File: config.mk
export PLATFORM = sky130hd
export DESIGN_NAME = lmd_result_queue_flat
export DESIGN_NICKNAME = d
export VERILOG_FILES = /design/src/rtl/lmd_pkg.sv /design/src/rtl/lmd_if.sv /design/src/rtl/lmd_result_queue.sv /design/src/flat_wrapper.sv
export SDC_FILE = /design/constraint.sdc
export NUM_CORES = 1
export LEC_CHECK = 0
export BUFFER_PORTS_ARGS = -buffer_cell sky130_fd_sc_hd__buf_4
export CAP_MARGIN = 20
export CORE_MARGIN = 2
export CORE_UTILIZATION = 25
export DETAILED_ROUTE_END_ITERATION = 8
export GPL_TIMING_DRIVEN = 0
export PLACE_DENSITY = 0.42
export REMOVE_ABC_BUFFERS = 1
export SYNTH_ARGS = -nofsm -noshare
export SYNTH_HDL_FRONTEND = slang
export SYNTH_SLANG_ARGS = --single-unit
File: constraint.sdc
create_clock -name i_clk -period 2.85 [get_ports i_clk]
set_input_delay 0.1425 -clock i_clk [delete_from_list [all_inputs] [get_ports i_clk]]
set_output_delay 0.1425 -clock i_clk [all_outputs]
set_load 0.01 [all_outputs]
File: src/rtl/lmd_pkg.sv
// Shared types and constants of the 3x3 local-maximum detector.
// No dependencies; every other file of the block but lmd_ram imports this package.
`timescale 1ns / 1ps
`default_nettype none

package lmd_pkg;

    // Sizes of the sample path and the line stores
    localparam int MAX_WIDTH   = 1024;
    localparam int SAMPLE_BITS = 32;
    localparam int COL_W       = $clog2(MAX_WIDTH);
    localparam int ROW_W       = 16;
    localparam int FW_W        = 11;

    // Configuration port
    localparam int CFG_IDX_W  = 2;
    localparam int CFG_DATA_W = 16;

    // Result queue
    localparam int Q_DEPTH = 8;
    localparam int Q_AW    = $clog2(Q_DEPTH);
    localparam int Q_CW    = Q_AW + 1;

    typedef enum logic [CFG_IDX_W-1:0] {
        CFG_FRAME_WIDTH  = 2'd0,
        CFG_FRAME_HEIGHT = 2'd1
    } t_cfg_idx;

    typedef logic signed [SAMPLE_BITS-1:0] t_sample;

    // Accepted sample on its way to the window (registered in the cycle after accept)
    typedef struct packed {
        logic             vld;
        logic             judge;
        logic             fend;
        logic [ROW_W-1:0] row;
        logic [COL_W-1:0] col;
        t_sample          sample;
    } t_s1;

    // Outcome of one window evaluation
    typedef struct packed {
        logic             vld;
        logic             peak;
        logic             fend;
        logic [ROW_W-1:0] row;
        logic [COL_W-1:0] col;
        t_sample          value;
    } t_judge;

    // One result item
    typedef struct packed {
        logic             is_point;
        logic [ROW_W-1:0] point_row;
        logic [COL_W-1:0] point_col;
        t_sample          point_value;
        logic             frame_done;
    } t_result;

endpackage

`default_nettype wire

File: src/rtl/lmd_if.sv
// Request channels of the detector: sample input, result output, configuration.
// Depends on lmd_pkg for field widths.
`timescale 1ns / 1ps
`default_nettype none


interface lmd_out_if import lmd_pkg::*; ();
    logic             valid;
    logic             ready;
    logic             is_point;
    logic [ROW_W-1:0] point_row;
    logic [COL_W-1:0] point_col;
    t_sample          point_value;
    logic             frame_done;

    modport source (output valid, output is_point, output point_row, output point_col,
                    output point_value, output frame_done, input ready);
    modport sink   (input valid, input is_point, input point_row, input point_col,
                    input point_value, input frame_done, output ready);
endinterface


`default_nettype wire

File: src/rtl/lmd_result_queue.sv
// Result queue: takes a peak report and/or an end-of-frame marker per sample
// and drains one result per request. Depends on lmd_pkg and lmd_if.
`timescale 1ns / 1ps
`default_nettype none

module lmd_result_queue import lmd_pkg::*; (
    input  wire              i_clk,
    input  wire              i_rst_n,
    input  wire t_judge      i_judge,
    lmd_out_if.source        o_out,
    output logic [Q_CW-1:0]  o_level
);

    t_result          r_mem [Q_DEPTH];
    logic [Q_AW-1:0]  r_wp, n_wp;
    logic [Q_AW-1:0]  r_rp, n_rp;
    logic [Q_CW-1:0]  r_cnt, n_cnt;

    logic             has_pk;
    logic             has_fe;
    logic             pop;
    logic [Q_AW-1:0]  fe_addr;
    t_result          pk_entry;
    t_result          fe_entry;
    t_result          head;

    always_comb begin
        has_pk  = i_judge.vld && i_judge.peak;
        has_fe  = i_judge.vld && i_judge.fend;
        pop     = o_out.valid && o_out.ready;
        fe_addr = has_pk ? r_wp + Q_AW'(1) : r_wp;

        pk_entry.is_point    = 1'b1;
        pk_entry.point_row   = i_judge.row;
        pk_entry.point_col   = i_judge.col;
        pk_entry.point_value = i_judge.value;
        pk_entry.frame_done  = 1'b0;
        fe_entry             = '0;
        fe_entry.frame_done  = 1'b1;

        n_wp  = r_wp + Q_AW'(has_pk) + Q_AW'(has_fe);
        n_rp  = r_rp + Q_AW'(pop);
        n_cnt = r_cnt + Q_CW'(has_pk) + Q_CW'(has_fe) - Q_CW'(pop);
    end

    // Store incoming results
    always_ff @(posedge i_clk) begin
        if (has_pk) begin
            r_mem[r_wp] <= pk_entry;
        end
        if (has_fe) begin
            r_mem[fe_addr] <= fe_entry;
        end
    end

    // Advance pointers and fill level
    always_ff @(posedge i_clk) begin
        if (!i_rst_n) begin
            r_wp  <= '0;
            r_rp  <= '0;
            r_cnt <= '0;
        end else begin
            r_wp  <= n_wp;
            r_rp  <= n_rp;
            r_cnt <= n_cnt;
        end
    end

    // Present the head entry
    assign head              = r_mem[r_rp];
    assign o_out.valid       = (r_cnt != '0);
    assign o_out.is_point    = head.is_point;
    assign o_out.point_row   = head.point_row;
    assign o_out.point_col   = head.point_col;
    assign o_out.point_value = head.point_value;
    assign o_out.frame_done  = head.frame_done;
    assign o_level           = r_cnt;

`ifndef SYNTHESIS
    a_no_overflow: assert property (@(posedge i_clk) disable iff (!i_rst_n)
        (r_cnt + Q_CW'(has_pk) + Q_CW'(has_fe)) <= Q_CW'(Q_DEPTH))
        else $error("result queue overflow");
`endif

endmodule

`default_nettype wire

File: src/flat_wrapper.sv
// flat-port wrapper written by rule: the top's interface ports become plain ports
module lmd_result_queue_flat import lmd_pkg::*;
  (i_clk, i_rst_n, i_judge, o_level, o_out_valid, o_out_is_point, o_out_point_row, o_out_point_col, o_out_point_value, o_out_frame_done, o_out_ready);
  lmd_out_if o_out_i ();
  input  wire i_clk;
  input  wire i_rst_n;
  input  wire t_judge i_judge;
  output logic [Q_CW-1:0] o_level;
  output wire logic [$bits(o_out_i.valid)-1:0] o_out_valid;
  output wire logic [$bits(o_out_i.is_point)-1:0] o_out_is_point;
  output wire logic [$bits(o_out_i.point_row)-1:0] o_out_point_row;
  output wire logic [$bits(o_out_i.point_col)-1:0] o_out_point_col;
  output wire logic [$bits(o_out_i.point_value)-1:0] o_out_point_value;
  output wire logic [$bits(o_out_i.frame_done)-1:0] o_out_frame_done;
  input wire logic [$bits(o_out_i.ready)-1:0] o_out_ready;
  assign o_out_valid = o_out_i.valid;
  assign o_out_is_point = o_out_i.is_point;
  assign o_out_point_row = o_out_i.point_row;
  assign o_out_point_col = o_out_i.point_col;
  assign o_out_point_value = o_out_i.point_value;
  assign o_out_frame_done = o_out_i.frame_done;
  assign o_out_i.ready = o_out_ready;
  lmd_result_queue u_core (.i_clk(i_clk), .i_rst_n(i_rst_n), .i_judge(i_judge), .o_out(o_out_i), .o_level(o_level));
endmodule
After elaboration in Yosys (flattened, before gate mapping)
Memory sizes are Yosys's and may differ from the RTL's. A register that Yosys moved wholly into a read port is not among the register bits. Index checks and enable logic that the tools add are counted. Widths: inputs -> output; s select.

Output and inout bits: 65. Memories: 1. Word-level logic and storage cells: 21. Bits of input ports: 64. Register bits: 10. Memory bits (writable): 480.

Reductions and logical operators: 4. Add/sub/neg operators: 7. Mux-type cells: 6.

Memories: u_core.r_mem (words 8, width 60, read ports 1, clocked after memory_dff 1, wr ports 2, RTL line lmd_result_queue.sv:14) `t_result r_mem [Q_DEPTH];`.

Operator list (number): $add 3x1->3 (3); $add 4x1->4 (2); $mux 3 (2); $mux 1 (4); $reduce_bool 4->1 (1); $sub 4x1->4 (1); $add 3x1->3 const B (1); $logic_and 1x1->1 (3).

Longest topological paths before layout
Depth after elaboration: 4. Gate-level depth with buffers: 11. Depth with buffers taken out: 11.

Least setup slack after synthesis
No wires, ideal clock.

Kind: register -> register. From: register u_core.r_cnt[2], in the netlist u_core.o_level[2]. To: register u_core.r_cnt[2], in the netlist u_core.o_level[2]. Arrival: 2.268 ns. Path buffers: 0. Setup time: 0.115 ns. Period minus slack after synthesis: 2.383 ns. Required time: 2.735 ns. Path slack: 0.467 ns. Stages on the path, launching flop included: 10. Cells stage by stage: dfxtp_1 -> inv_1 -> ha_1 -> nand3_1 -> and2_1 -> ha_1 -> fa_1 -> fa_1 -> xnor2_1 -> and2_1.

Word-level cells in the longest chain between the ends: 3. Elaborated cells on any way between the ends: 5. Those cells by class: add/sub (3); reduce/logical (2).

Ends and longest elaborated chain: start, declared (RTL line lmd_result_queue.sv:17) `logic [Q_CW-1:0] r_cnt, n_cnt;`; start signal, assigned (RTL line lmd_result_queue.sv:65) `r_cnt <= n_cnt;`; $reduce_bool 4->1 (RTL line lmd_result_queue.sv:71) `assign o_out.valid = (r_cnt != '0);`; named net o_out_valid (RTL line flat_wrapper.sv:9) `output wire logic [$bits(o_out_i.valid)-1:0] o_out_valid;`; $logic_and 1x1->1 (RTL line lmd_result_queue.sv:30) `pop = o_out.valid && o_out.ready;`; $sub 4x1->4 (RTL line lmd_result_queue.sv:43) `n_cnt = r_cnt + Q_CW'(has_pk) + Q_CW'(has_fe) - Q_CW'(pop);`.

The timed path passes the listed nets, and every way through them passes these cells. A chain may end at the register's enable or synchronous reset.

==> flow_summary.toml <==
[finish]
multi_input_area_sq_um = 10100
utilization_pct = 31.9
final_cells = 3599
seq_area_sq_um = 9820
fin_nets = 2568
fill_cells = 8479
n_antenna_cell = 0
drive_above_1_share_pct = 19.4
syn_to_final_growth_pct = 25.9

[global_routing]
met3_usage_pct = 3.39
grtUsageMet2_pct = 30.1
grt_max_degree = 50
grt_pass1_wl_mm = 116
overflow = 0
grtUsageTotal_pct = 18.0
antenna_found_initial = 4
grt_pass1_vias = 17789
top_usage_layer = "met2"
grt_use_met1_pct = 23.9

[synth]
async_flop_share_pct = 0
synth_seq_cells = 490
ys.flop_type = "dfxtp_1"
synth-edff-count = 0
synth_warnings = 0
synth_cell_types = 36
yosysSeqAreaShare_pct = 47.1
syn_inst = 2421
synth_area_per_cell_sq_um = 8.61
synth_area_sq_um = 20800

[run]
max-cap-violations = 0

[timing]
max_freq_ghz = 0.363
rsz0062_at_grt = "false"
relSlewSlack_pct = 34.1
drv_slew = 0
hold_viol = 0
fin_crit_sh_pct = 96.7
min_period_ns = 2.76
final-setup-viol-count = 0
fin_tns_setup_ns = 0
skew_ns = 0.0220
tightestPinTransition_ns = 0.986

[cts]
cts_tree = "built"
clk_latency_ns = 0.63
clkSlewWorstSetupHoldPaths_ns = 0.06
htreeDepth = 2
cts_buffers = 58
clk_path_buf_depth = 3
root_buffer = "clkbuf_16"
cts_num_sinks = 490

[drt]
ant_nets = 0
first_pass_iters = 5
routedWlPerCell_um = 21.7
totalWireLength_mm = 77.9
post_drt_via_cell_ratio = 4.92
drtIter0Drc = 1606
routed-via-count = 17705
drcViolationCount = 0

[power]
irDropWorstVdd_mv = 0.427
leakagePower_nw = 9.54
power-per-cell-area_nw_per_um2 = 839
p_total_mw = 22.0

[floorplanning]
die_w_um = 293
die_area_sq_um = 85700
rows = 105
die_h_um = 293
start_util_pct = 25.3
core_area_sq_um = 82200
pin_count = 129

[critical_path]
cpPeakStageDelay_ns = 0.50
crit_fanout = 18
startpoint_type = "register"
required_ns = 2.71
critPathArrivalTime_ns = 2.61
cp_cell_sequence = "buf_16, bufbuf_16, mux4_2, mux2_2, buf_4"
crit_type = "reg -> out"
crit_slowest_cell = "mux4_2"
cp-end-kind = "primary output"

[placement]
gp_congestion = 0.690
hpwl_mm = 48.5
port_buffers = 128
dp_cells = 3435

[run_status]
status = "completed"

[hold_path]
min_path_type = "in -> reg"
[cells in the final DEF, fill, tap and decap left out, types with 3 or more instances in the layout]
cell and count:
clkbuf_8 11, ha_1 8, and2_1 8, nand3_1 3, xor2_1 4, buf_6 12
clkinv_2 4, or2_4 4, nor2_1 16, nor2b_1 3, bufbuf_16 4, inv_1 7
o21a_1 3, dlygate4sd3_1 60, nor2_4 12, dfxtp_4 3, mux4_2 120, bufinv_16 5
a21oi_1 465, buf_8 3, xnor2_1 3, clkbuf_1 13, a21o_1 8, fa_1 3
nand2_1 933, buf_4 132, and3b_1 3, mux2_2 60, buf_16 30, clkbuf_16 59
buf_12 18, dfxtp_1 486
[kinds of logic after synthesis]
logic type,after synthesis,synth area share (%)
compound gates,481,11.7
xor+xnor,7,0.294
fa+ha+maj,11,0.769
buf+inv,254,5.41
flops,490,47.1
mux,180,16.2
simple gates,998,18.5
[registers in the layout (all words and copies together) (netlist names)]
name,count
u_core.o_level,4
u_core.r_mem,480
u_core.r_rp,3
u_core.r_wp,3
[power breakdown]
| part | switching (mW) | internal [mW] |
|---|---|---|
| clock network | 2.97 | 4.49 |
| logic | 2.73 | 3.06 |
| registers | 0.666 | 8.09 |
[metal layers]
layer,vias to the layer above,part of all wire [%]
met3,114,6.6
met2,653,48
met5,-,0.072
li1,8187,-
met4,8,1.9
met1,8743,44
[Yosys cell counts (4+ instances only)]
library cell / instances / area share, %
buf_2: 97 / 2.3
ha_1: 8 / 0.48
a21oi_1: 465 / 11
and2_1: 8 / 0.24
nor2_1: 28 / 0.50
nand3_1: 4 / 0.096
dfxtp_1: 490 / 47
mux2_2: 60 / 3.2
clkbuf_1: 112 / 2.0
mux4_2: 120 / 13
xor2_1: 4 / 0.17
a21o_1: 8 / 0.29
nand2_1: 933 / 17
clkbuf_2: 33 / 0.79
inv_1: 7 / 0.13
[worst max-delay path, delay by kind of cell, from the launching register on]
kind	cells	cell delay [ns]
buffers and inverters	3	0.72
flip-flops	1	0.45
multiplexers	2	0.79
[timing repair]
action	CTS	global route
hold buffers	60	0
endpoints found under the setup margin	61	0
gates resized for setup	2	0
endpoints found under the hold margin	474	0
setup buffers	4	0
[path summary, 6_finish.rpt]
kind / startpoint / to / slack (ns) / cells past startpoint
max: u_core.r_rp[0]$_SDFF_PN0_ / o_out_point_value[2] / 0.09 / 5
min reg2reg: u_core.r_mem[2][0]$_SDFFE_PP1P_ / u_core.r_mem[2][0]$_SDFFE_PP1P_ / 0.45 / 1
min: o_out_ready / u_core.r_rp[0]$_SDFF_PN0_ / 0.05 / 4
max reg2reg: u_core.r_wp[0]$_SDFF_PN0_ / u_core.r_mem[3][56]$_SDFFE_PP0P_ / 0.22 / 7
[area by class of cell]
type / instances / area share, %
sequential: 490 / 37.5
tap: 1070 / 5.10
clock inverter: 13 / 0.840
clock buffer: 83 / 6.39
timing repair buffer: 259 / 11.8
inverter: 7 / 0.100
multi-input combinational: 1677 / 38.3
[metrics by stage]
step | setup slack [ns] | instance area, sq um | hold slack (ns)
floorplan | -2.29 | 19700 | 0.260
global route | 0.0199 | 26200 | 0.0947
detailed placement | -0.0370 | 23600 | 0.436
global placement | -6.65 | 22000 | 0.427
finish | 0.0945 | 26200 | 0.0519
CTS | 0.0455 | 26200 | 0.0268
Power figures use the tool's default switching activity.
