===== src/rtl/lmd_pkg.sv =====
// Shared types and constants of the 3x3 local-maximum detector.
// No dependencies; every other file of the block but lmd_ram imports this package.
`timescale 1ns / 1ps
`default_nettype none

package lmd_pkg;

    // Sizes of the sample path and the line stores
    localparam int MAX_WIDTH   = 1024;
    localparam int SAMPLE_BITS = 32;
    localparam int COL_W       = $clog2(MAX_WIDTH);
    localparam int ROW_W       = 16;
    localparam int FW_W        = 11;

    // Configuration port
    localparam int CFG_IDX_W  = 2;
    localparam int CFG_DATA_W = 16;

    // Result queue
    localparam int Q_DEPTH = 8;
    localparam int Q_AW    = $clog2(Q_DEPTH);
    localparam int Q_CW    = Q_AW + 1;

    typedef enum logic [CFG_IDX_W-1:0] {
        CFG_FRAME_WIDTH  = 2'd0,
        CFG_FRAME_HEIGHT = 2'd1
    } t_cfg_idx;

    typedef logic signed [SAMPLE_BITS-1:0] t_sample;

    // Accepted sample on its way to the window (registered in the cycle after accept)
    typedef struct packed {
        logic             vld;
        logic             judge;
        logic             fend;
        logic [ROW_W-1:0] row;
        logic [COL_W-1:0] col;
        t_sample          sample;
    } t_s1;

    // Outcome of one window evaluation
    typedef struct packed {
        logic             vld;
        logic             peak;
        logic             fend;
        logic [ROW_W-1:0] row;
        logic [COL_W-1:0] col;
        t_sample          value;
    } t_judge;

    // One result item
    typedef struct packed {
        logic             is_point;
        logic [ROW_W-1:0] point_row;
        logic [COL_W-1:0] point_col;
        t_sample          point_value;
        logic             frame_done;
    } t_result;

endpackage

`default_nettype wire


===== src/rtl/lmd_window.sv =====
// 3x3 window: shifts in the column read from the line stores and judges the center.
// Depends on lmd_pkg.
`timescale 1ns / 1ps
`default_nettype none

module lmd_window import lmd_pkg::*; (
    input  wire          i_clk,
    input  wire          i_rst_n,
    input  wire t_s1     i_s1,
    input  wire t_sample i_top,
    input  wire t_sample i_mid,
    output t_judge       o_judge
);

    // Two stored columns: left (oldest) and middle; index 0 top, 2 bottom
    t_sample r_left [3];
    t_sample r_midc [3];
    t_judge  r_judge;

    t_sample new_col [3];
    t_sample center;
    logic    no_greater;

    always_comb begin
        new_col[0] = i_top;
        new_col[1] = i_mid;
        new_col[2] = i_s1.sample;
        center     = r_midc[1];
        no_greater = 1'b1;
        for (int k = 0; k < 3; k++) begin
            if (r_left[k] > center || r_midc[k] > center || new_col[k] > center) begin
                no_greater = 1'b0;
            end
        end
    end

    // Shift the window one column on each sample
    always_ff @(posedge i_clk) begin
        if (!i_rst_n) begin
            for (int k = 0; k < 3; k++) begin
                r_left[k] <= '0;
                r_midc[k] <= '0;
            end
        end else if (i_s1.vld) begin
            for (int k = 0; k < 3; k++) begin
                r_left[k] <= r_midc[k];
                r_midc[k] <= new_col[k];
            end
        end
    end

    // Register the verdict for the result queue
    always_ff @(posedge i_clk) begin
        if (!i_rst_n) begin
            r_judge.vld <= 1'b0;
        end else begin
            r_judge.vld <= i_s1.vld;
        end
        r_judge.peak  <= i_s1.judge && no_greater && (center != '0);
        r_judge.fend  <= i_s1.fend;
        r_judge.row   <= i_s1.row - ROW_W'(1);
        r_judge.col   <= i_s1.col - COL_W'(1);
        r_judge.value <= center;
    end

    assign o_judge = r_judge;

endmodule

`default_nettype wire


===== config.mk =====
export PLATFORM = sky130hd
export DESIGN_NAME = lmd_window
export DESIGN_NICKNAME = d
export VERILOG_FILES = /design/src/rtl/lmd_pkg.sv /design/src/rtl/lmd_window.sv
export SDC_FILE = /design/constraint.sdc
export NUM_CORES = 1
export LEC_CHECK = 0
export BUFFER_PORTS_ARGS = -buffer_cell sky130_fd_sc_hd__clkbuf_2
export CAP_MARGIN = 5
export CORE_MARGIN = 2
export CORE_UTILIZATION = 59
export CTS_BUF_LIST = sky130_fd_sc_hd__clkbuf_16
export DETAILED_ROUTE_END_ITERATION = 8
export PLACE_DENSITY = 0.79
export SLEW_MARGIN = 20
export SYNTH_ARGS = -nofsm -noshare
export SYNTH_HDL_FRONTEND = slang
export SYNTH_SLANG_ARGS = --single-unit
export TNS_END_PERCENT = 100

===== constraint.sdc =====
create_clock -name i_clk -period 7.39 [get_ports i_clk]
set_input_delay 1.1085 -clock i_clk [delete_from_list [all_inputs] [get_ports i_clk]]
set_output_delay 1.1085 -clock i_clk [all_outputs]
set_load 0.005 [all_outputs]

# Yosys cells after proc, flatten, opt, wreduce, memory -nomap -nowiden
# Memory sizes are Yosys's and may differ from the RTL's.
# Cells that the tools add are included.
# Widths: inputs -> output; s select.
# totals
out_inout_bits,61
in_bits,127
mem_count,2
word_cells,47
register_bits,61
ramBits,192
# mem_list
memory,depth,width,rd,rd_ports_with_merged_regs,wr,line,rtl
r_left,3,32,3,0,3,lmd_window.sv:16,t_sample r_left [3];
r_midc,3,32,3,0,3,lmd_window.sv:17,t_sample r_midc [3];
# classes
muxes,13
n_bitwise,6
reduce_logical,9
n_addsub,2
order_cmp,9
# op_table
cell,n
$gt 32x32->1,9
$mux 32,6
$reduce_bool 32->1,1
$sub 16x1->16 const B,1
$sub 10x1->10 const B,1
$mux 1,7
$logic_or 1x1->1,6
$or 1x1->1,6
$logic_and 1x1->1,2

# Depth between registers and ports, before layout
# Gate-level depths: netlist of run 1.
# depth
ltp_word,8
mapped_depth,10

# Least setup slack after synthesis of run 1
# OpenSTA, ideal clock, no wires.
# synth_timing
path_kind,input to register
startpoint,input port i_s1[60] (netlist name)
endpoint,memory r_left[0][0] (netlist name) (enable)
path_stages,2
arrival_ps,5984
path_buffers,1
path_slack_ps,819
path_cell_list,clkbuf_1 nand2b_1
# synth_rtl
item,line,rtl
from (decl),lmd_window.sv:9,"input wire t_s1 i_s1,"
to (decl),lmd_window.sv:16,

==> results of run 1 <==
kinds of logic (layout without fill, tap and decap cells):
group                    after synthesis  in the layout  share of synthesized area, %
AO/OA/AOI/OAI                        202            202                          8.70
XOR/XNOR                              23             23                          1.38
adder cells (fa/ha/maj)              258            258                          22.1
buffers and inverters                 91            290                          2.34
flip-flops                           253            253                          47.9
multiplexers                           5              5                         0.343
other                                  0              1                             0
AND/OR/NAND/NOR                      427            427                          17.2
power by group through the flow:
stage | Sequential, µW | Clock, µW | Combinational (µW)
6_report | 1700 | 1260 | 649
2_1_floorplan | 1720 | 0 | 420
3_5_place_dp | 1730 | 0 | 640
3_3_place_gp | 1720 | 0 | 604
4_1_cts | 1700 | 1260 | 645
5_1_grt | 1710 | 1320 | 733
layout make-up:
cell class,instances,area share [%]
Antenna cell,1,0.0151
Clock buffer,27,4.06
Clock inverter,22,0.805
Inverter,49,1.11
Multi-Input combinational cell,915,43.7
Sequential cell,253,42.0
Tap cell,324,2.44
Timing Repair Buffer,192,5.89
state kept, by name, summed over array words and instances, names as in the netlist:
| name | flops |
|---|---|
| r_left | 96 |
| r_midc | 96 |
| o_judge | 61 |
synthesized netlist by cell type, drive strengths merged (2+ instances only):
| library cell | count |
|---|---|
| and4 | 12 |
| a211o | 2 |
| nor4 | 17 |
| edfxtp | 192 |
| a21o | 28 |
| mux2i | 5 |
| nand2 | 56 |
| a211oi | 8 |
| clkbuf | 42 |
| o41ai | 4 |
| xnor2 | 12 |
| nand3 | 23 |
| and3 | 192 |
| nand3b | 2 |
| and2 | 4 |
| o21ai | 28 |
| a221o | 2 |
| a2111oi | 5 |
| inv | 49 |
| a21oi | 90 |
| o21a | 2 |
| xor2 | 11 |
| nor2b | 11 |
| nand2b | 7 |
| dfxtp | 61 |
| a21boi | 4 |
| o2bb2ai | 2 |
| nor3 | 15 |
| or4 | 3 |
| nand4 | 53 |
| a221oi | 5 |
| nor2 | 27 |
| ha | 258 |
| o211ai | 13 |
| or2 | 3 |
worst max path at each step:
stage / start / end / slack [ns] / depth (start not counted)
after floorplan: i_s1[60] / r_left[0][0]$_SDFFCE_PN0P_ / 0.82 / 2
after global placement: i_s1[60] / r_midc[0][24]$_SDFFCE_PN0P_ / 3.71 / 3
after detailed placement: i_s1[60] / r_midc[0][89]$_SDFFCE_PN0P_ / 3.62 / 3
after CTS: r_midc[0][49]$_SDFFCE_PN0P_ / o_judge[59]$_DFF_P_ / 3.90 / 10
after global routing: r_midc[0][49]$_SDFFCE_PN0P_ / o_judge[59]$_DFF_P_ / 3.80 / 10
final: r_midc[0][49]$_SDFFCE_PN0P_ / o_judge[59]$_DFF_P_ / 3.96 / 10
layer usage:
metal,global-route usage (%),vias to the layer above
met5,0,-
met3,4.34,95
met1,33.5,5164
met4,11.4,0
met2,43.3,432
li1,-,5236
through the flow:
step	std cells	utilization (%)	power, µW	worst slack [ns]	instance area (µm²)
final	1783	68.3	3600	3.96	16600
after global routing	1783	68.3	3760	3.80	16600
after CTS	1782	68.3	3600	3.90	16600
after detailed placement	1733	65.0	2370	3.62	15800
after global placement	1733	65.0	2320	3.71	15800
after floorplan	1259	-	2140	0.819	14600
worst reg2reg max path, stage by stage (launching register included):
cell and delay (ns):
edfxtp_1 0.50, inv_1 0.32, ha_1 0.31, a21o_1 0.18
nand3_1 0.07, a21oi_1 0.07, a2111oi_0 0.73, o211ai_1 0.20
mux2i_1 0.19, or4_1 0.53, a311oi_2 0.25
==> run_results.csv, run 1 <==
group,metric,value,unit
floorplanning,rows,57,
sta,drv_slew,0,
worst_setup_path,worstRegToRegCells,10,
power_and_ir_drop,comb_power_share,18.0,%
synthesis,yosysWarnings,0,
sta,timing.final.crit_share,46.4,%
synthesis,yosys-top-cells-area,"edfxtp_1 (40%), ha_1 (22%), dfxtp_1 (8.4%)",
cts,cts.path.max_buffers,3,
detailed_routing,drc_errors,0,
sta,finalCriticalPeriod,3.43,ns
placed_design,place_hpwl,25300,µm
cts,postCtsSetupBuffers,0,
detailed_routing,routed_wl,33900,µm
worst_setup_path,r2r_slack,3.96,ns
power_and_ir_drop,power.density,217,nW/µm²
detailed_routing,met2_length,15800,µm
cts,cts_buffers,27,
detailed_routing,vias_per_cell,6.13,
floorplanning,die_y,161,µm
final_layout,layout_commonest_cell,"ha_1",
synthesis,synth_top_cell_area_share,39.6,%
final_layout,syn_to_final_growth,14.0,%
detailed_routing,vias,10900,
cts,worstSkewPairLatency,0.54,ns
worst_hold_path,whs_path_depth,0,
detailed_routing,drtIter0Drc,827,
floorplanning,dieArea,26000,µm²
sta,worst_pin_slew,1.09,ns
cts,cts_tree,"yes",
floorplanning,start_util,59.9,%
worst_hold_path,hold_path_class,"register to register",
global_route,grt_usage,25.9,%
sta,tns,0,ns
synthesis,synthesis.nets,1644,
floorplanning,fp.dieW,161,µm
final_layout,layout_common_cells,"ha_1 (258), and3_1 (192), edfxtp_1 (192), clkbuf_2 (185), a21oi_1 (90)",
worst_setup_path,slowest_delay,0.73,ns
worst_setup_path,r2r_start,"r_midc[0][49]$_SDFFCE_PN0P_",
floorplanning,core,24300,µm²
sta,setup_viol,0,
synthesis,synth_cells,1259,
sta,slew_headroom,27.2,%
worst_setup_path,cp.required,7.83,ns
worst_setup_path,endpoint_kind,"register",
synthesis,post_synth.cell_area_avg,11.6,µm²
cts,cts-htree-levels,1,
power_and_ir_drop,cell_internal_pwr,2610,µW
cts,hold_buffers,0,
sta,fmax,291,MHz
worst_setup_path,worstPathCellList,"inv_1 > ha_1 > a21o_1 > nand3_1 > a21oi_1 > a2111oi_0 > o211ai_1 > mux2i_1 > or4_1 > a311oi_2",
worst_setup_path,cp.arrival,3.87,ns
final_layout,final_nets,1823,
synthesis,synth_edf_count,192,
power_and_ir_drop,switchingPower,992,µW
detailed_routing,wirelength_met1,14400,µm
sta,rsz0062_at_grt,"false",
placed_design,gp_congestion,0.888,
sta,fin_hold_ws,0.429,ns
synthesis,synth_ff_type,"edfxtp_1",
global_route,first_global_vias,11200,
detailed_routing,antenna_left,0,
global_route,grt_pass1_wl,54200,µm
synthesis,ys_seq_elements,253,
worst_hold_path,worstHoldStart,"r_midc[0][57]$_SDFFCE_PN0P_",
worst_setup_path,worstPathMaxFanout,8,
job,max-cap-violations,0,
detailed_routing,routed.top_layer,"met4",
sta,fin_worst_skew,0.0193,ns
power_and_ir_drop,irDropWorstVdd,0.000156,V
floorplanning,boundaryPins,188,
cts,cts_sinks,253,
final_layout,drive_gt1_share,16.7,%
cts,ctsResizeCount,0,
global_route,overflow,0,
sta,hold_viol_final,0,
synthesis,ys_types,54,
worst_setup_path,path_delay_family,"compound AO/OA/AOI/OAI gates",
synthesis,ys_seq_area_share,47.9,%
synthesis,synth_top_area_cell,"edfxtp_1",
power_and_ir_drop,clockPowerShare,34.9,%
power_and_ir_drop,netSwitchingFraction,27.5,%
global_route,antenna_found_initial,1,
worst_setup_path,path_buf_inv,1,
worst_setup_path,crit_slowest_cell,"a2111oi_0",
final_layout,fillCellCount,1813,
worst_setup_path,critPathKind,"register to register",
worst_setup_path,critPathLaunchType,"register",
final_layout,multi_input_area,7260,µm²
detailed_routing,wl_per_cell,19.0,µm
synthesis,async_reset_ff_share,0,%
power_and_ir_drop,power.share.sequential,47.1,%
detailed_routing,met3WireLength,2320,µm
cts,clkSlewWorstSetupHoldPaths,0.06,ns
final_layout,seq_area,6990,µm²
worst_hold_path,min_to,"o_judge[25]$_DFF_P_",
synthesis,syn_area,14600,µm²
worst_setup_path,r2r_end,"o_judge[59]$_DFF_P_",
global_route,grt_max_degree,136,
status,status,"completed",
detailed_routing,drtPass1Iterations,5,
cts,cts_root_buffer,"clkbuf_16",
placed_design,port_buffers,187,
power_and_ir_drop,p_leak,0.00802,µW
Power figures use the tool's default switching activity.
==> inputs of run 2 (changes only) <==
--- a/config.mk
+++ b/config.mk
@@ -8,10 +8,10 @@
 export BUFFER_PORTS_ARGS = -buffer_cell sky130_fd_sc_hd__clkbuf_2
 export CAP_MARGIN = 5
 export CORE_MARGIN = 2
-export CORE_UTILIZATION = 59
+export CORE_UTILIZATION = 53
 export CTS_BUF_LIST = sky130_fd_sc_hd__clkbuf_16
 export DETAILED_ROUTE_END_ITERATION = 8
-export PLACE_DENSITY = 0.79
+export PLACE_DENSITY = 0.75
 export SLEW_MARGIN = 20
 export SYNTH_ARGS = -nofsm -noshare
 export SYNTH_HDL_FRONTEND = slang
==> constraint.sdc (replaced) <==
create_clock -name i_clk -period 3.1 [get_ports i_clk]
set_input_delay 0.465 -clock i_clk [delete_from_list [all_inputs] [get_ports i_clk]]
set_output_delay 0.465 -clock i_clk [all_outputs]
set_load 0.005 [all_outputs]
==> run 2 against run 1 <==
Against the previous run:
- global-route usage increased by 1.2 points
- largest power group unchanged
- highest routed layer unchanged
- combinational power rose to 2.7 times the previous value
- utilization down 4.0 points
- largest cell class unchanged
- power grew to 2.5 times the previous value
- fmax is 17% higher
==> run_results.csv, run 2 (synthesized netlist as in run 1, its figures left out) <==
group,metric,value,unit
status,status,"completed",
sta,worst_pin_slew,0.815,ns
global_route,antenna_found_initial,0,
floorplanning,die_y,170,µm
floorplanning,boundaryPins,188,
sta,fmax,341,MHz
placed_design,place_hpwl,28700,µm
worst_setup_path,worstPathMaxFanout,7,
detailed_routing,vias,11300,
power_and_ir_drop,netSwitchingFraction,27.5,%
worst_setup_path,cp.arrival,3.40,ns
final_layout,layout_commonest_cell,"ha_1",
sta,tns,0,ns
cts,cts_tree,"yes",
worst_setup_path,cp.required,3.57,ns
power_and_ir_drop,irDropWorstVdd,0.000388,V
power_and_ir_drop,power.share.sequential,44.2,%
cts,cts-htree-levels,1,
placed_design,port_buffers,187,
placed_design,post_dp_cell_area,16400,µm²
worst_setup_path,endpoint_kind,"register",
power_and_ir_drop,clockPowerShare,36.8,%
sta,rsz0062_at_grt,"false",
worst_hold_path,hold_path_class,"input pin to register",
detailed_routing,drc_errors,0,
worst_setup_path,r2r_start,"r_midc[0][41]$_SDFFCE_PN0P_",
sta,slew_headroom,45.6,%
global_route,first_global_vias,11700,
detailed_routing,drtIter0Drc,978,
power_and_ir_drop,power.density,527,nW/µm²
detailed_routing,routed_wl,38700,µm
final_layout,final_cells,1869,
cts,cts_buffers,30,
power_and_ir_drop,switchingPower,2510,µW
final_layout,final_nets,1890,
final_layout,n_antenna_cell,0,
worst_setup_path,startpoint,"r_midc[0][41]$_SDFFCE_PN0P_",
placed_design,gp_congestion,0.887,
sta,finalCriticalPeriod,2.93,ns
power_and_ir_drop,p_leak,0.00843,µW
cts,cts_sinks,253,
global_route,grt_max_degree,194,
final_layout,layout_common_cells,"ha_1 (258), and3_1 (192), edfxtp_1 (192), clkbuf_2 (185), a21oi_1 (90)",
final_layout,drive_gt1_share,21.5,%
worst_setup_path,critPathKind,"register to register",
worst_hold_path,worstHoldStart,"i_s1[58]",
worst_setup_path,r2r_slack,0.17,ns
final_layout,syn_to_final_growth,18.9,%
detailed_routing,antenna_left,0,
floorplanning,dieArea,28800,µm²
cts,worstSkewPairLatency,0.55,ns
floorplanning,fp.dieW,170,µm
detailed_routing,vias_per_cell,6.02,
job,max-cap-violations,0,
sta,drv_slew,0,
sta,setup_viol,0,
detailed_routing,wl_per_cell,20.7,µm
global_route,grt_usage,27.1,%
floorplanning,rows,60,
detailed_routing,drtPass1Iterations,5,
global_route,grt_pass1_wl,60900,µm
cts,clkSlewWorstSetupHoldPaths,0.06,ns
power_and_ir_drop,cell_internal_pwr,6630,µW
floorplanning,start_util,54.1,%
power_and_ir_drop,comb_power_share,19.0,%
sta,timing.final.crit_share,94.6,%
placed_design,dp.cells,1814,
final_layout,stdcell_area,17300,µm²
sta,hold_viol_final,0,
floorplanning,core,27000,µm²
worst_setup_path,critPathLaunchType,"register",
cts,cts.path.max_buffers,3,
sta,fin_worst_skew,0.00890,ns
cts,hold_buffers,0,
sta,fin_hold_ws,0.0184,ns
global_route,overflow,0,
cts,cts_root_buffer,"clkbuf_16",
run 2: cell types whose count changed in the layout (fill, tap and decap cells not counted), sizes merged:
cell      previous run  this run
clkbuf             212       218
clkinvlp             4         0
clkinv              11        13
diode                1         0
inv                 55        57
buf                  7        71
run 2: worst paths after layout:
kind,endpoint,cells past startpoint
worst max-delay path,o_judge[59]$_DFF_P_,12
worst min-delay path,o_judge[58]$_DFF_P_,1
worst max register to register,o_judge[59]$_DFF_P_,12
worst min register to register,o_judge[28]$_DFF_P_,0
run 2: layout make-up:
| type | instances | area (µm²) |
|---|---|---|
| inverters | 49 | 184 |
| well taps | 341 | 427 |
| multi-input cells | 915 | 7280 |
| clock inverters | 22 | 120 |
| clock buffers | 33 | 826 |
| flip-flops and latches | 253 | 6990 |
| fillers | 2108 | 9620 |
| repair buffers | 256 | 1510 |
run 2: per-stage QoR:
stage	setup slack, ns	utilization [%]	power [µW]
floorplan	0.392	-	5080
global placement	0.0978	60.7	5710
detailed placement	0.0748	60.7	5800
CTS	0.0572	64.2	9140
global route	0.000338	64.3	9530
finish	0.168	64.3	9140
run 2: per-layer routing:
layer  global-route usage [%]  up-vias  wire length, µm
li1                         -     5366                -
met1                     36.4     5354            17000
met2                     43.5      437            17500
met3                     5.33       95             2710
met4                     10.7        0             1530
met5                        0        -                0
run 2: power groups by stage:
stage                     Clock, µW  Sequential [µW]  Combinational [µW]
after floorplan                   0             4080                1000
final                          3360             4040                1740
after global routing           3520             4060                1960
after CTS                      3390             4030                1720
after global placement            0             4090                1620
after detailed placement          0             4100                1700
run 2: worst max-delay path, stage by stage, from the launching register on:
cell	delay, ns
edfxtp_1	0.41
inv_1	0.14
buf_4	0.20
ha_1	0.26
nand4_1	0.20
nor2_1	0.09
o2bb2ai_1	0.14
o41ai_1	0.43
buf_4	0.18
o211ai_1	0.09
xnor2_1	0.17
a211o_1	0.36
a311oi_2	0.18
run 2: repair_timing:
| item | in CTS | in global routing |
|---|---|---|
| setup buffers | 0 | 0 |
| setup endpoints to repair | 0 | 1 |
| gates resized for setup | 0 | 19 |
| endpoints found under the hold margin | 0 | 0 |
==> inputs of run 3 (changes only) <==
--- a/config.mk
+++ b/config.mk
@@ -9,7 +9,7 @@
 export CAP_MARGIN = 5
 export CORE_MARGIN = 2
 export CORE_UTILIZATION = 53
-export CTS_BUF_LIST = sky130_fd_sc_hd__clkbuf_16
+export CTS_BUF_LIST = sky130_fd_sc_hd__clkbuf_8 sky130_fd_sc_hd__clkbuf_16
 export DETAILED_ROUTE_END_ITERATION = 8
 export PLACE_DENSITY = 0.75
 export SLEW_MARGIN = 20
==> run 3 against run 2 <==
Against the previous run:
- power is 1.4% higher
- non-clock buffer count stayed put
- register-to-register slack worse by 0.02 ns
- combinational power hardly changed
- hold slack better by 0.0039 ns
- sequential share of layout area is 0.12 points lower
- critical path depth is 1 lower
==> run_results.csv, run 3 (synthesized netlist as in run 1, its figures left out) <==
group,metric,value,unit
cts,worstSkewPairLatency,0.55,ns
cts,cts-htree-levels,1,
worst_setup_path,worstPathMaxFanout,5,
floorplanning,rows,60,
detailed_routing,antenna_left,0,
placed_design,dp.cells,1814,
sta,timing.final.crit_share,95.1,%
global_route,antenna_found_initial,0,
final_layout,layout_common_cells,"ha_1 (258), and3_1 (192), edfxtp_1 (192), clkbuf_2 (185), a21oi_1 (90)",
global_route,grt_max_degree,194,
final_layout,drive_gt1_share,21.8,%
worst_setup_path,endpoint_kind,"register",
sta,hold_viol_final,0,
power_and_ir_drop,switchingPower,2520,µW
power_and_ir_drop,power.share.sequential,43.5,%
placed_design,gp_congestion,0.887,
worst_setup_path,cp.arrival,3.42,ns
detailed_routing,wl_per_cell,20.8,µm
placed_design,place_hpwl,28700,µm
cts,clkSlewWorstSetupHoldPaths,0.06,ns
cts,cts_root_buffer,"clkbuf_16",
placed_design,port_buffers,187,
floorplanning,boundaryPins,188,
floorplanning,dieArea,28800,µm²
final_layout,multi_input_area,7280,µm²
cts,hold_buffers,0,
detailed_routing,drtIter0Drc,983,
worst_setup_path,critPathKind,"register to register",
sta,slew_headroom,48.2,%
floorplanning,fp.dieW,170,µm
worst_setup_path,critPathLaunchType,"register",
status,status,"completed",
detailed_routing,drc_errors,0,
cts,cts_buffers,30,
power_and_ir_drop,p_total,9270,µW
sta,rsz0062_at_grt,"false",
sta,worst_pin_slew,0.777,ns
cts,cts_sinks,253,
job,max-cap-violations,0,
sta,tns,0,ns
worst_setup_path,cp.required,3.57,ns
global_route,overflow,0,
detailed_routing,vias_per_cell,6.02,
sta,fin_worst_skew,0.00750,ns
detailed_routing,drtPass1Iterations,5,
detailed_routing,routed_wl,38900,µm
sta,setup_viol,0,
sta,fmax,339,MHz
power_and_ir_drop,cell_internal_pwr,6750,µW
final_layout,fillCellCount,2107,
global_route,grt_pass1_wl,61000,µm
power_and_ir_drop,irDropWorstVdd,0.000386,V
final_layout,n_antenna_cell,0,
floorplanning,die_y,170,µm
global_route,first_global_vias,11700,
final_layout,final_nets,1890,
final_layout,final_cells,1869,
final_layout,seq_area,6990,µm²
floorplanning,core,27000,µm²
cts,cts.path.max_buffers,3,
cts,ctsResizeCount,0,
worst_hold_path,hold_path_class,"input pin to register",
final_layout,syn_to_final_growth,19.2,%
power_and_ir_drop,netSwitchingFraction,27.2,%
cts,cts_tree,"yes",
final_layout,layout_commonest_cell,"ha_1",
cts,postCtsSetupBuffers,0,
power_and_ir_drop,power.density,533,nW/µm²
global_route,grt_usage,27.2,%
power_and_ir_drop,p_leak,0.00845,µW
power_and_ir_drop,clockPowerShare,37.6,%
floorplanning,start_util,54.1,%
detailed_routing,vias,11300,
power_and_ir_drop,comb_power_share,18.8,%
sta,finalCriticalPeriod,2.95,ns
sta,drv_slew,0,
[run 3: path summary, 6_finish.rpt]
check                               from                  end  slack (ns)  cells after the start
max          r_midc[0][61]$_SDFFCE_PN0P_  o_judge[59]$_DFF_P_        0.15                     11
min                             i_s1[58]  o_judge[58]$_DFF_P_        0.02                      1
max reg2reg  r_midc[0][61]$_SDFFCE_PN0P_  o_judge[59]$_DFF_P_        0.15                     11
min reg2reg  r_midc[0][60]$_SDFFCE_PN0P_  o_judge[28]$_DFF_P_        0.41                      0
[run 3: area by class of cell]
class	count	area share (%)
repair buffers	256	8.68
inverters	49	1.06
clock buffers	38	5.15
clock inverters	17	0.583
flip-flops and latches	253	40.2
multi-input cells	915	41.9
well taps	341	2.45
[run 3: through the flow]
step | utilization [%] | hold WS, ns | worst slack, ns | area, µm²
2_1_floorplan | - | 0.384 | 0.392 | 14600
3_5_place_dp | 60.7 | 0.400 | 0.0748 | 16400
6_report | 64.5 | 0.0223 | 0.152 | 17400
4_1_cts | 64.4 | 0.00565 | 0.0581 | 17400
5_1_grt | 64.5 | 0.00332 | 0.00136 | 17400
3_3_place_gp | 60.7 | 0.390 | 0.0978 | 16400
[run 3: critical path: stages, from the launching register on]
cell      delay, ns
edfxtp_1       0.35
inv_1          0.13
buf_4          0.19
ha_1           0.30
nand4_1        0.23
nor3_1         0.26
a22oi_1        0.14
o211ai_1       0.17
mux2i_1        0.31
a21oi_1        0.12
or4_1          0.43
a311oi_2       0.23
[run 3: power groups by stage]
stage / Sequential [µW] / Clock, µW / Combinational, µW
final: 4040 / 3490 / 1740
after global routing: 4060 / 3650 / 1960
after CTS: 4030 / 3520 / 1720
after detailed placement: 4100 / 0 / 1700
after global placement: 4090 / 0 / 1620
after floorplan: 4080 / 0 / 1000
[run 3: metal layers]
layer | GRT usage [%] | share of wire (%) | vias up
li1 | - | - | 5367
met1 | 36.5 | 44 | 5380
met2 | 43.7 | 45 | 416
met3 | 5.42 | 6.6 | 89
met4 | 10.3 | 3.7 | 0
met5 | 0 | 0 | -
